File: src/plti_pkg.sv
// Package: types and constants of the table interpolator
`default_nettype none
package plti_pkg;
   localparam int DATA_W    = 32;
   localparam int IDX_W     = 6;
   localparam int LEN_W     = 7;
   localparam int RULE_W    = 2;
   localparam int CSR_IDX_W = 2;

   localparam logic [CSR_IDX_W-1:0] CSR_TABLE_LENGTH = 2'd0;
   localparam logic [CSR_IDX_W-1:0] CSR_END_RULE     = 2'd1;
   localparam logic [CSR_IDX_W-1:0] CSR_UPPER_FILL   = 2'd2;
   localparam logic [CSR_IDX_W-1:0] CSR_LOWER_FILL   = 2'd3;

   localparam logic [RULE_W-1:0] RULE_UPPER       = 2'd0;
   localparam logic [RULE_W-1:0] RULE_UPPER_LOWER = 2'd1;
   localparam logic [RULE_W-1:0] RULE_CLAMP       = 2'd2;

   localparam logic OP_WRITE = 1'b0;
   localparam logic OP_EVAL  = 1'b1;

   localparam logic signed [DATA_W-1:0] FILL_RESET = 32'sd65536;  // 1.0

   typedef struct packed {
      logic signed [DATA_W-1:0] bp;
      logic signed [DATA_W-1:0] val;
   } plti_entry_type;

   typedef struct packed {
      logic busy;
      logic done;
   } plti_div_stat_type;
endpackage
`default_nettype wire

File: src/plti_table.sv
// Breakpoint/value table memory, one write and one registered read port
`default_nettype none
module plti_table
   import plti_pkg::*;
#(
   parameter int DEPTH = 64,
   parameter int AW    = 6
) (
   input  wire logic           clock,
   input  wire logic           wr_en,
   input  wire logic [AW-1:0]  wr_addr,
   input  wire plti_entry_type wr_data,
   input  wire logic [AW-1:0]  rd_addr,
   output plti_entry_type      rd_data
);
   plti_entry_type mem [DEPTH];

   always_ff @(posedge clock) begin
      if (wr_en) begin
         mem[wr_addr] <= wr_data;
      end
      rd_data <= mem[rd_addr];
   end
endmodule
`default_nettype wire

File: config.mk
export PLATFORM = sky130hd
export DESIGN_NAME = plti_table
export DESIGN_NICKNAME = d
export VERILOG_FILES = /design/src/plti_pkg.sv /design/src/plti_table.sv
export SDC_FILE = /design/constraint.sdc
export NUM_CORES = 2
export LEC_CHECK = 0
export BUFFER_PORTS_ARGS = -buffer_cell sky130_fd_sc_hd__buf_2
export CORE_MARGIN = 4
export CORE_UTILIZATION = 60
export DETAILED_ROUTE_END_ITERATION = 8
export PLACE_DENSITY = 0.74
export SYNTH_ARGS = -nofsm -noshare
export SYNTH_HDL_FRONTEND = slang
export SYNTH_SLANG_ARGS = --single-unit
File: constraint.sdc
create_clock -name clock -period 6.9 [get_ports clock]
set_clock_uncertainty 0.15 [all_clocks]
set_input_delay 0.345 -clock clock [delete_from_list [all_inputs] [get_ports clock]]
set_output_delay 0.345 -clock clock [all_outputs]
set_load 0.02 [all_outputs]
Yosys cells after proc, flatten, opt, wreduce, memory -nomap -nowiden:

Memory sizes are Yosys's and may differ from the RTL's. A register that Yosys moved wholly into a read port is not among the register bits.
Cells that the tools add are included.
W data, S select, Z words.

* muxes and demuxes: 2

Operator list (count)
* $mux W1: 2

* output and inout bits: 64
* bits in registers: 0
* logic and storage cells: 3
* memory bits (writable): 4096
* memories kept: 1

Memories
* mem: words 64, width 64, read ports 1, clocked after memory_dff 1, wr ports 1, RTL line plti_table.sv:16 `plti_entry_type mem [DEPTH];`

Depth between registers and ports, before layout:

* word-level depth: 2
* mapped depth: 9
* mapped depth without buffers: 5

Worst setup path before layout:

OpenSTA, ideal clock, no wires.

* path type: input -> register
* start: input port wr_addr[3]
* end: memory mem[48][0] in the netlist's numbering (enable)
* data arrival time: 5.217 ns
* path slack: 0.969 ns
* library setup time: 0.564 ns
* stages: 4
* cells stage by stage: clkbuf_1 -> nor2b_1 -> nand4b_1 -> nor3_1

RTL lines
* start: declaration: RTL line plti_table.sv:11 `input wire logic [AW-1:0] wr_addr,`
* end: declaration: RTL line plti_table.sv:16

No word-level cell before the write port.

==> results.json <==
{
  "rows": 187,
  "slew_headroom_pct": 3.27,
  "setup_viol": 0,
  "hp-class": "in2reg",
  "rsz0062_at_grt": "false",
  "cp.required_ps": 7510,
  "start_util_pct": 60.3,
  "path_class": "in2reg",
  "crit_slowest_cell": "buf_4",
  "tightestPinTransition_ps": 1450,
  "placement.io_buffers": 141,
  "grt_pass1_vias": 77727,
  "critical_path.max_fanout": 92,
  "finalSetupTns_ps": 0,
  "multiInputGateArea_sq_um": 30800,
  "root_buffer": "clkbuf_16",
  "slowest_delay_ps": 630,
  "routed_wl_um": 417000,
  "route.detailed.drc": 0,
  "final-seq-area_sq_um": 124000,
  "ir_worst_vdd_mv": 0.291,
  "antenna_found_initial": 40,
  "gp_congestion": 0.812,
  "power_leakage_nw": 54.7,
  "vias": 76748,
  "track_usage_pct": 31.4,
  "post-place-ws_ps": 2800,
  "syn_nets": 6676,
  "cts_buffers": 402,
  "dp_hpwl_um": 213000,
  "grt-ovfl-total": 0,
  "synth_cells": 6598,
  "power_density_nw_per_um2": 299,
  "dp.cells": 9955,
  "area_growth_pct": 12.1,
  "worst_setup_path_end_kind": "register",
  "finalNetCount": 7059,
  "crit_arrival_ps": 3740,
  "synth_cell_type_count": 33,
  "synth_top_cell_area_share_pct": 78.7,
  "die_area_sq_um": 269000,
  "vias_per_cell": 7.15,
  "cts_resized": 0,
  "period_needed_ps": 3120,
  "final_cell_mix": "edfxtp_1 (4096), mux4_2 (1024), clkbuf_16 (410)",
  "cp-start-kind": "primary input",
  "fmax_ghz": 0.320,
  "cts_buffer_depth": 4,
  "fin_util_pct": 67.5,
  "grt_max_degree": 136,
  "hold_viol": 5,
  "synth_top_area_cell": "edfxtp_1",
  "grt_pass1_wl_um": 595000,
  "finalCritPeriodShare_pct": 45.3,
  "drive_gt1_share_pct": 27.8,
  "finalHoldWorstSlack_ps": -3.68,
  "final_cells": 10727,
  "cp_cell_sequence": "buf_12 > buf_4 > buf_4 > mux4_2 > a22o_1 > nor2_1 > a211oi_1",
  "clk_pin_slew_ps": 60,
  "maxSlewViolCount": 0,
  "fillers": 15088,
  "htree_levels": 5,
  "clock_latency_ps": 960,
  "yosysWarnings": 0,
  "synth_area_per_cell_sq_um": 23.7,
  "drt-initial-drc-count": 12452,
  "fp.dieW_um": 518,
  "cts_sinks": 4160,
  "synth_seq_area_share_pct": 79.5,
  "status": "finished with violations",
  "cts_tree": "done",
  "timing.final.ws_setup_ps": 3780,
  "yosys-top-cells-area": "edfxtp_1 (79%), mux4_2 (15%), mux2i_1 (0.86%)",
  "critPathMostFrequentCell": "buf_4",
  "top_level_ports": 142,
  "violations": "negative hold slack",
  "postRouteAntennaNets": 0,
  "core_sq_um": 259000,
  "maxCapViolCount": 0,
  "firstDrtPassIters": 6,
  "syn_area_sq_um": 156000,
  "avgRoutedWirePerCell_um": 38.9,
  "die_h_um": 518,
  "final_common_cell": "edfxtp_1",
  "ys_ff_latch": 4160
}
[path summary, 6_finish.rpt]
path	startpoint	to	slack, ps	cells after the start
min	wr_data[54]	mem[31][54]	-4	1
max reg2reg	mem[9][46]	rd_data[46]	4580	5
min reg2reg	mem[39][16]	rd_data[16]	690	4
max	rd_addr[0]	rd_data[9]	3780	7
[cell families (layout without fill, tap and decap cells)]
logic type | Yosys count | count (layout) | share of synthesized area (%)
simple gates | 386 | 386 | 1.24
buf+inv | 389 | 1098 | 1.18
flops | 4160 | 4160 | 79.5
mux | 1159 | 1159 | 15.6
compound gates | 504 | 504 | 2.48
other cells | 0 | 18 | 0
[power by group]
group / switching, W / internal (W) / total [W]
sequential: 0.000135 / 0.0280 / 0.0281
combinational: 0.00155 / 0.000864 / 0.00242
clock: 0.00929 / 0.0125 / 0.0218
[flip-flops by register name, indices dropped and copies added (netlist names)]
register and count:
mem 4096, rd_data 64
[Yosys cell counts]
| master | n |
|---|---|
| a211oi_1 | 63 |
| a22o_1 | 88 |
| a22oi_1 | 168 |
| a2bb2oi_1 | 19 |
| a31o_1 | 1 |
| a31oi_1 | 18 |
| a41oi_1 | 26 |
| and2_1 | 3 |
| and3_1 | 64 |
| buf_1 | 20 |
| buf_2 | 170 |
| buf_4 | 34 |
| buf_6 | 6 |
| clkbuf_1 | 140 |
| dfxtp_1 | 64 |
| edfxtp_1 | 4096 |
| inv_1 | 19 |
| mux2i_1 | 135 |
| mux4_2 | 1024 |
| nand2_1 | 58 |
| nand2b_1 | 11 |
| nand3_1 | 45 |
| nand3b_1 | 2 |
| nand4_1 | 2 |
| nand4b_1 | 1 |
| nor2_1 | 112 |
| nor2b_1 | 28 |
| nor3_1 | 2 |
| o221ai_1 | 38 |
| o22ai_1 | 83 |
| or2_2 | 28 |
| or3_1 | 29 |
| or3b_2 | 1 |
[per-stage QoR]
step	cell area (sq um)	total power (W)
floorplan	156000	0.0299
global placement	162000	0.0310
detailed placement	162000	0.0310
CTS	175000	0.0525
global route	175000	0.0538
finish	175000	0.0523
[per-layer routing]
metal,wire [um],part of all wire (%),vias to the layer above,track usage (%)
met3,51300,12,1070,6.82
met1,143000,34,40480,43.5
met2,201000,48,5923,48.8
met4,22300,5.3,30,14.2
met5,176,0.042,-,0
li1,-,-,29245,-
[layout make-up]
class / instances / area share [%]
Sequential cell: 4160 / 70.9
Antenna cell: 18 / 0.0257
Tap cell: 3402 / 2.43
Clock buffer: 510 / 6.18
Clock inverter: 220 / 1.26
Multi-Input combinational cell: 2049 / 17.6
Timing Repair Buffer: 349 / 1.56
Inverter: 19 / 0.0407
[worst max-delay path: cells and delay by family]
family / cells / cell delay [ps]
buffers and inverters: 3 / 1740
multiplexers: 1 / 580
AO/OA/AOI/OAI: 2 / 420
AND/OR/NAND/NOR: 1 / 400
[repair_timing]
action / in CTS / in global routing
buffers inserted: 0 / 0
hold buffers: 24 / 0
hold endpoints to repair: 789 / 0
Note: power is estimated with default switching activity, not from simulation.
