File: config.mk
export PLATFORM = sky130hd
export DESIGN_NAME = plti_div
export DESIGN_NICKNAME = d
export VERILOG_FILES = /design/src/plti_pkg.sv /design/src/plti_div.sv
export SDC_FILE = /design/constraint.sdc
export NUM_CORES = 1
export LEC_CHECK = 0
export BUFFER_PORTS_ARGS = -buffer_cell sky130_fd_sc_hd__buf_2
export CORE_MARGIN = 2
export CORE_UTILIZATION = 45
export DETAILED_ROUTE_END_ITERATION = 10
export PLACE_DENSITY = 0.71
export SLEW_MARGIN = 20
export SYNTH_ARGS = -nofsm -noshare
export SYNTH_HDL_FRONTEND = slang
export SYNTH_SLANG_ARGS = --single-unit
File: constraint.sdc
create_clock -name clock -period 10.9 [get_ports clock]
set_input_delay 3.27 -clock clock [delete_from_list [all_inputs] [get_ports clock]]
set_output_delay 3.27 -clock clock [all_outputs]
set_load 0.03 [all_outputs]
File: src/plti_pkg.sv
// Package: types and constants of the table interpolator
`default_nettype none
package plti_pkg;
   localparam int DATA_W    = 32;
   localparam int IDX_W     = 6;
   localparam int LEN_W     = 7;
   localparam int RULE_W    = 2;
   localparam int CSR_IDX_W = 2;

   localparam logic [CSR_IDX_W-1:0] CSR_TABLE_LENGTH = 2'd0;
   localparam logic [CSR_IDX_W-1:0] CSR_END_RULE     = 2'd1;
   localparam logic [CSR_IDX_W-1:0] CSR_UPPER_FILL   = 2'd2;
   localparam logic [CSR_IDX_W-1:0] CSR_LOWER_FILL   = 2'd3;

   localparam logic [RULE_W-1:0] RULE_UPPER       = 2'd0;
   localparam logic [RULE_W-1:0] RULE_UPPER_LOWER = 2'd1;
   localparam logic [RULE_W-1:0] RULE_CLAMP       = 2'd2;

   localparam logic OP_WRITE = 1'b0;
   localparam logic OP_EVAL  = 1'b1;

   localparam logic signed [DATA_W-1:0] FILL_RESET = 32'sd65536;  // 1.0

   typedef struct packed {
      logic signed [DATA_W-1:0] bp;
      logic signed [DATA_W-1:0] val;
   } plti_entry_type;

   typedef struct packed {
      logic busy;
      logic done;
   } plti_div_stat_type;
endpackage
`default_nettype wire

File: src/plti_div.sv
// Restoring divider, one quotient bit per cycle, 32-bit quotient
`default_nettype none
module plti_div
   import plti_pkg::*;
(
   input  wire logic                 clock,
   input  wire logic                 reset,
   input  wire logic                 start,
   input  wire logic [2*DATA_W-1:0]  dividend,
   input  wire logic [DATA_W-1:0]    divisor,
   output plti_div_stat_type         stat,
   output logic [DATA_W-1:0]         quot
);
   localparam int SW = $clog2(DATA_W);

   logic [DATA_W-1:0] rem_ff, rem_in;
   logic [DATA_W-1:0] lo_ff, lo_in;
   logic [SW-1:0]     step_ff, step_in;
   logic              busy_ff, busy_in;
   logic              done_ff, done_in;
   logic [DATA_W:0]   shifted;
   logic [DATA_W:0]   diff;
   logic              ge;

   always_comb begin
      shifted = {rem_ff, lo_ff[DATA_W-1]};
      diff    = shifted - {1'b0, divisor};
      ge      = shifted >= {1'b0, divisor};
      rem_in  = rem_ff;
      lo_in   = lo_ff;
      step_in = step_ff;
      busy_in = busy_ff;
      done_in = 1'b0;
      if (start) begin
         // upper half is below the divisor, so the quotient fits 32 bits
         rem_in  = dividend[2*DATA_W-1:DATA_W];
         lo_in   = dividend[DATA_W-1:0];
         step_in = '0;
         busy_in = 1'b1;
      end else if (busy_ff) begin
         rem_in  = ge ? diff[DATA_W-1:0] : shifted[DATA_W-1:0];
         lo_in   = {lo_ff[DATA_W-2:0], ge};
         step_in = step_ff + 1'b1;
         if (step_ff == SW'(DATA_W - 1)) begin
            busy_in = 1'b0;
            done_in = 1'b1;
         end
      end
   end

   always_ff @(posedge clock) begin
      if (reset) begin
         busy_ff <= 1'b0;
         done_ff <= 1'b0;
      end else begin
         busy_ff <= busy_in;
         done_ff <= done_in;
      end
      rem_ff  <= rem_in;
      lo_ff   <= lo_in;
      step_ff <= step_in;
   end

   assign stat.busy = busy_ff;
   assign stat.done = done_ff;
   assign quot      = lo_ff;
endmodule
`default_nettype wire

# After elaboration in Yosys (flattened, before gate mapping)
# Cells that the tools add are included.
# Widths: inputs -> output; s select.
[word_totals]
ff_bits = 71
input_bits = 99
out_inout_bits = 34
elab_cells = 21
[op_classes]
addsub = 2
n_lt_le_gt_ge = 1
eq_ne = 1
n_mux = 9
bitwise = 1
reduce_logical = 2
[ops]
columns = ["operator", "n"]
rows = [
  ["$mux 32", 5],
  ["$ge 33x32->1", 1],
  ["$sub 32x32->32", 1],
  ["$add 5x1->5 const B", 1],
  ["$eq 5x5->1 const B", 1],
  ["$mux 1", 4],
  ["$reduce_or 3->1", 1],
  ["$reduce_bool 2->1", 1],
  ["$not 1->1", 1],
]

# Depth between registers and ports, before layout
[logic_depth]
depth_word = 4
depth_mapped = 13
mapped_depth_nobuf = 12

# Worst setup path after synthesis
# OpenSTA, ideal clock, no wires.
[synth_path]
path_kind = "input-to-reg"
start = "input divisor[0]"
end = "register rem_ff[22] (data pin)"
setup_time_ns = 0.273
t_arrival_ns = 5.597
required_ns = 10.627
setup_slack_ns = 5.030
cell_stages = 11
path_buffers = 0
path_cell_list = "ha_1 > inv_1 > fa_1 > a21o_1 > a311o_1 > a211o_1 > nand4_1 > and2_1 > o21ai_0 > a2111oi_0 > a211oi_1"
[synth_between]
elab_chain_len = 4
word_cells_on_any_way = 5
cone_classes = "1 x add/sub; 1 x order compare; 3 x mux"
[synth_lines]
columns = ["item", "line", "source"]
rows = [
  ["start, declared", "plti_div.sv:10", "input wire logic [DATA_W-1:0] divisor,"],
  ["$sub 32x32->32 / $ge 33x32->1 (equally long branches)", "plti_div.sv:27, plti_div.sv:28", ""],
  ["$mux 32 (*)", "plti_div.sv:41", "rem_in = ge ? diff[DATA_W-1:0] : shifted[DATA_W-1:0];"],
  ["$mux 32 (*)", "plti_div.sv:40", "end else if (busy_ff) begin"],
  ["$mux 32 (*)", "plti_div.sv:34", "if (start) begin"],
  ["named net rem_in[22]", "plti_div.sv:16", "logic [DATA_W-1:0] rem_ff, rem_in;"],
  ["end signal, assigned", "plti_div.sv:59", "rem_ff <= rem_in;"],
  ["end, declared", "plti_div.sv:16", ""],
]
# The timed path passes the listed nets; every way through them passes the cells marked *. The select of a mux whose other input is x is not followed.
# A chain may end at the register's enable or synchronous reset.

# Worst setup path after layout
[layout_path]
start = "input divisor[18]"
end = "register rem_ff[0] (data pin)"
[layout_between]
elab_chain_len = 4
[layout_lines]
columns = ["item", "line", "source"]
rows = [
  ["$ge 33x32->1", "plti_div.sv:28", "ge = shifted >= {1'b0, divisor};"],
  ["$mux 32", "plti_div.sv:41", ""],
  ["$mux 32", "plti_div.sv:40", ""],
  ["$mux 32", "plti_div.sv:34", ""],
  ["named net rem_in[0]", "plti_div.sv:16", ""],
]
# The timed path passes the listed nets, and every way through them passes these cells. The select of a mux whose other input is x is not followed.

==> impl_results.md <==
- Combinational family with the most area after synthesis: compound AO/OA/AOI/OAI gates
- Met1 Usage GRT: 0.267
- Dpl ws: 4.05 ns
- Unrepaired setup endpoints after global routing: no
- GR Util met3: 0.0755
- Slew Viols, Final: 0
- Post-CTS Setup Inserts: 0
- Clk_skew: 0.00573 ns
- Setup Viol. Count Final: 0
- WL final: 12800 µm
- Total power: 1.13 mW
- Synthesized flop and latch total: 71
- Starting Density: 0.457
- Asr flop ratio synth: 0
- Die Y: 111 µm
- Worst EP required: 10.99 ns
- Synth cell types: 64
- 1st-iter DRT viols: 241
- Final hold vios: 0
- Routability Congestion: 0.923
- Initial antenna violation count: 1
- CP arrival: 6.56 ns
- Syn Area/Cell: 9.50 µm²
- Relative slew slack: 0.404
- Post-route clock period utilization: 0.594
- CP max stage delay: 0.74 ns
- Post-Synth Adder-Cell Area: 0.0861
- DRC viols: 0
- Crit-path slowest cell: o21a_1
- YS warnings: 0
- Post-CTS sizing: 0
- Busiest grt layer: met2
- Layout Cells excl Fill: 814
- Compound-Gate Fraction of Synth Area: 0.190
- Register area: 0.00206 mm²
- Per-cell routed wire length: 15.7 µm
- Max VDD drop: 0.106 mV
- Core area: 0.0113 mm²
- CP Cell Sequence: buf_2, inv_1, ha_1, a21o_1, a22o_1, o31a_1, a2111o_1, o31ai_2, o21a_1, buf_4, mux2i_1, mux2_2
- Number of hold buffers added after CTS: 0
- CP Capture Type: register
- Vias: 4538
- Post-synth net total: 679
- Overflow after GRT: 0
- N_diodes: 0
- Synthesized cell area: 0.00518 mm²
- Fin util: 0.546
- Maximum clock frequency: 155 MHz
- Die width: 111 µm
- DP HPWL: 9310 µm
- Leakage: 2.76 nW
- Post-placement cell area: 0.00591 mm²
- Critical path class: in -> reg
- Floorplan row count: 39
- HP Class: reg -> reg
- Largest net degree at the start of global routing: 62
- I/O pin count: 133
- Post-synthesis xor/xnor area fraction: 0.0355
- Worst Path Max Fanout: 23
- Post-synthesis sequential area ratio: 0.398
- Cells after DPL: 798
- GR Util met2: 0.339
- Pwr/cell area: 183 mW/mm²
- Number of global-route vias before repair: 4528
- Final layout net count: 800
- Total global-route track usage: 0.211
- Max-Cap Viols: 0
- Mux cell area share after synthesis: 0.0853
- Vias per cell: 5.57
- Clock latency on the worst-skew pair: 0.34 ns
- Fill count: 1059
- Port Buffers: 132
- Reg clk slew, reported paths: 0.06 ns
- Layout cells sized above 1: 0.291
- Clock Tree Root: clkbuf_16
- Post-route cell area: 0.00618 mm²
- Synth Area in Simple Gates: 0.147
- CP Launch Type: input port
- H-Tree Depth: 3
- Post-Syn Instances: 545
- Slew @ Worst Pin: 0.895 ns
- Layout area overhead: 19.4%
- Final Critical Period: 6.47 ns
- TritonCTS Buffers: 9
- CP top delay family: compound AO/OA/AOI/OAI gates
- Post-synth EDFFs: 64
- Area taken by multi-input logic gates: 0.00281 mm²
- Die area: 0.0124 mm²
- Most used flip-flop cell after synthesis: edfxtp_1
- First-pass GRT wire length: 21300 µm
- Drt pass-1 iters: 5
- Deepest clock path buffer count: 2
- Status: finished, final reports clean
- Antenna viol nets, final: 0
- Setup WS post-layout: 4.43 ns
- Fin Setup TNS: 0 ns
- Buf/Inv on CP: 3
- Clk sinks: 71
- Final hold slack: 0.519 ns
- CTS tree: built
path summary, 6_finish.rpt:
path	startpoint	to	slack (ns)	cells past startpoint
max	divisor[18]	rem_ff[0]$_DFFE_PP_	4.43	12
min	step_ff[4]$_SDFFE_PP0P_	step_ff[4]$_SDFFE_PP0P_	0.52	2
max reg2reg	rem_ff[17]$_DFFE_PP_	rem_ff[0]$_DFFE_PP_	7.04	10
min reg2reg	step_ff[4]$_SDFFE_PP0P_	step_ff[4]$_SDFFE_PP0P_	0.52	2
registers in the layout, indices dropped and copies added, names as in the netlist:
signal   flops
step_ff      5
quot        32
done_ff      1
rem_ff      32
busy_ff      1
routing by layer:
metal	wire (µm)	vias to the layer above	part of all wire
met3	1090	25	0.085
met5	0	-	0
met2	5770	160	0.45
met1	5650	2103	0.44
li1	-	2250	-
met4	243	0	0.019
area by class of cell:
class	instances	share of cell area
Multi-Input combinational cell	406	0.455
Timing Repair Buffer	137	0.113
Clock buffer	10	0.0370
Sequential cell	71	0.334
Tap cell	143	0.0289
Clock inverter	6	0.00749
Inverter	41	0.0249
logic make-up after synthesis:
family,after synthesis
AND/OR/NAND/NOR,161
adder cells (fa/ha/maj),35
multiplexers,40
flip-flops,71
XOR/XNOR,21
AO/OA/AOI/OAI,149
buffers and inverters,68
Yosys cell counts, drive strengths merged, types with 6 or more instances:
cell,number,area (µm²)
nor2,42,158
nand3,14,70.1
o31ai,6,50.1
a21o,19,143
nor3,6,30.0
nand2,54,203
a21oi,42,210
nand2b,6,37.5
ha,34,425
dfxtp,7,140
mux2i,7,70.1
xnor2,16,140
nand4,9,56.3
inv,41,154
mux2,33,372
o21ai,22,114
a31oi,18,113
buf,11,86.3
clkbuf,16,60.1
edfxtp,64,1920
worst reg2reg max path: cells and delay by family (launching register included):
kind / cells / cell delay (ns)
adder cells (fa/ha/maj): 1 / 0.41
flip-flops: 1 / 0.41
buffers and inverters: 1 / 0.34
multiplexers: 2 / 0.34
AO/OA/AOI/OAI: 6 / 2.10
report_power, final:
part / internal (mW) / leakage (nW) / switching, mW / total, mW
sequential: 0.356 / 0.697 / 0.0261 / 0.382
clock: 0.155 / 0.129 / 0.120 / 0.275
combinational: 0.197 / 1.93 / 0.276 / 0.473
cells in the final DEF, fill, tap and decap left out, types with 7 or more instances in the layout:
master / instances
a21o_1: 19
a21oi_1: 42
a31oi_1: 18
buf_2: 132
clkbuf_16: 9
dfxtp_1: 7
edfxtp_1: 64
ha_1: 34
inv_1: 41
mux2_2: 33
mux2i_1: 7
nand2_1: 54
nand3_1: 14
nand4_1: 9
nor2_1: 42
o21ai_0: 15
xnor2_1: 16
(Power assumes the default switching activity.)
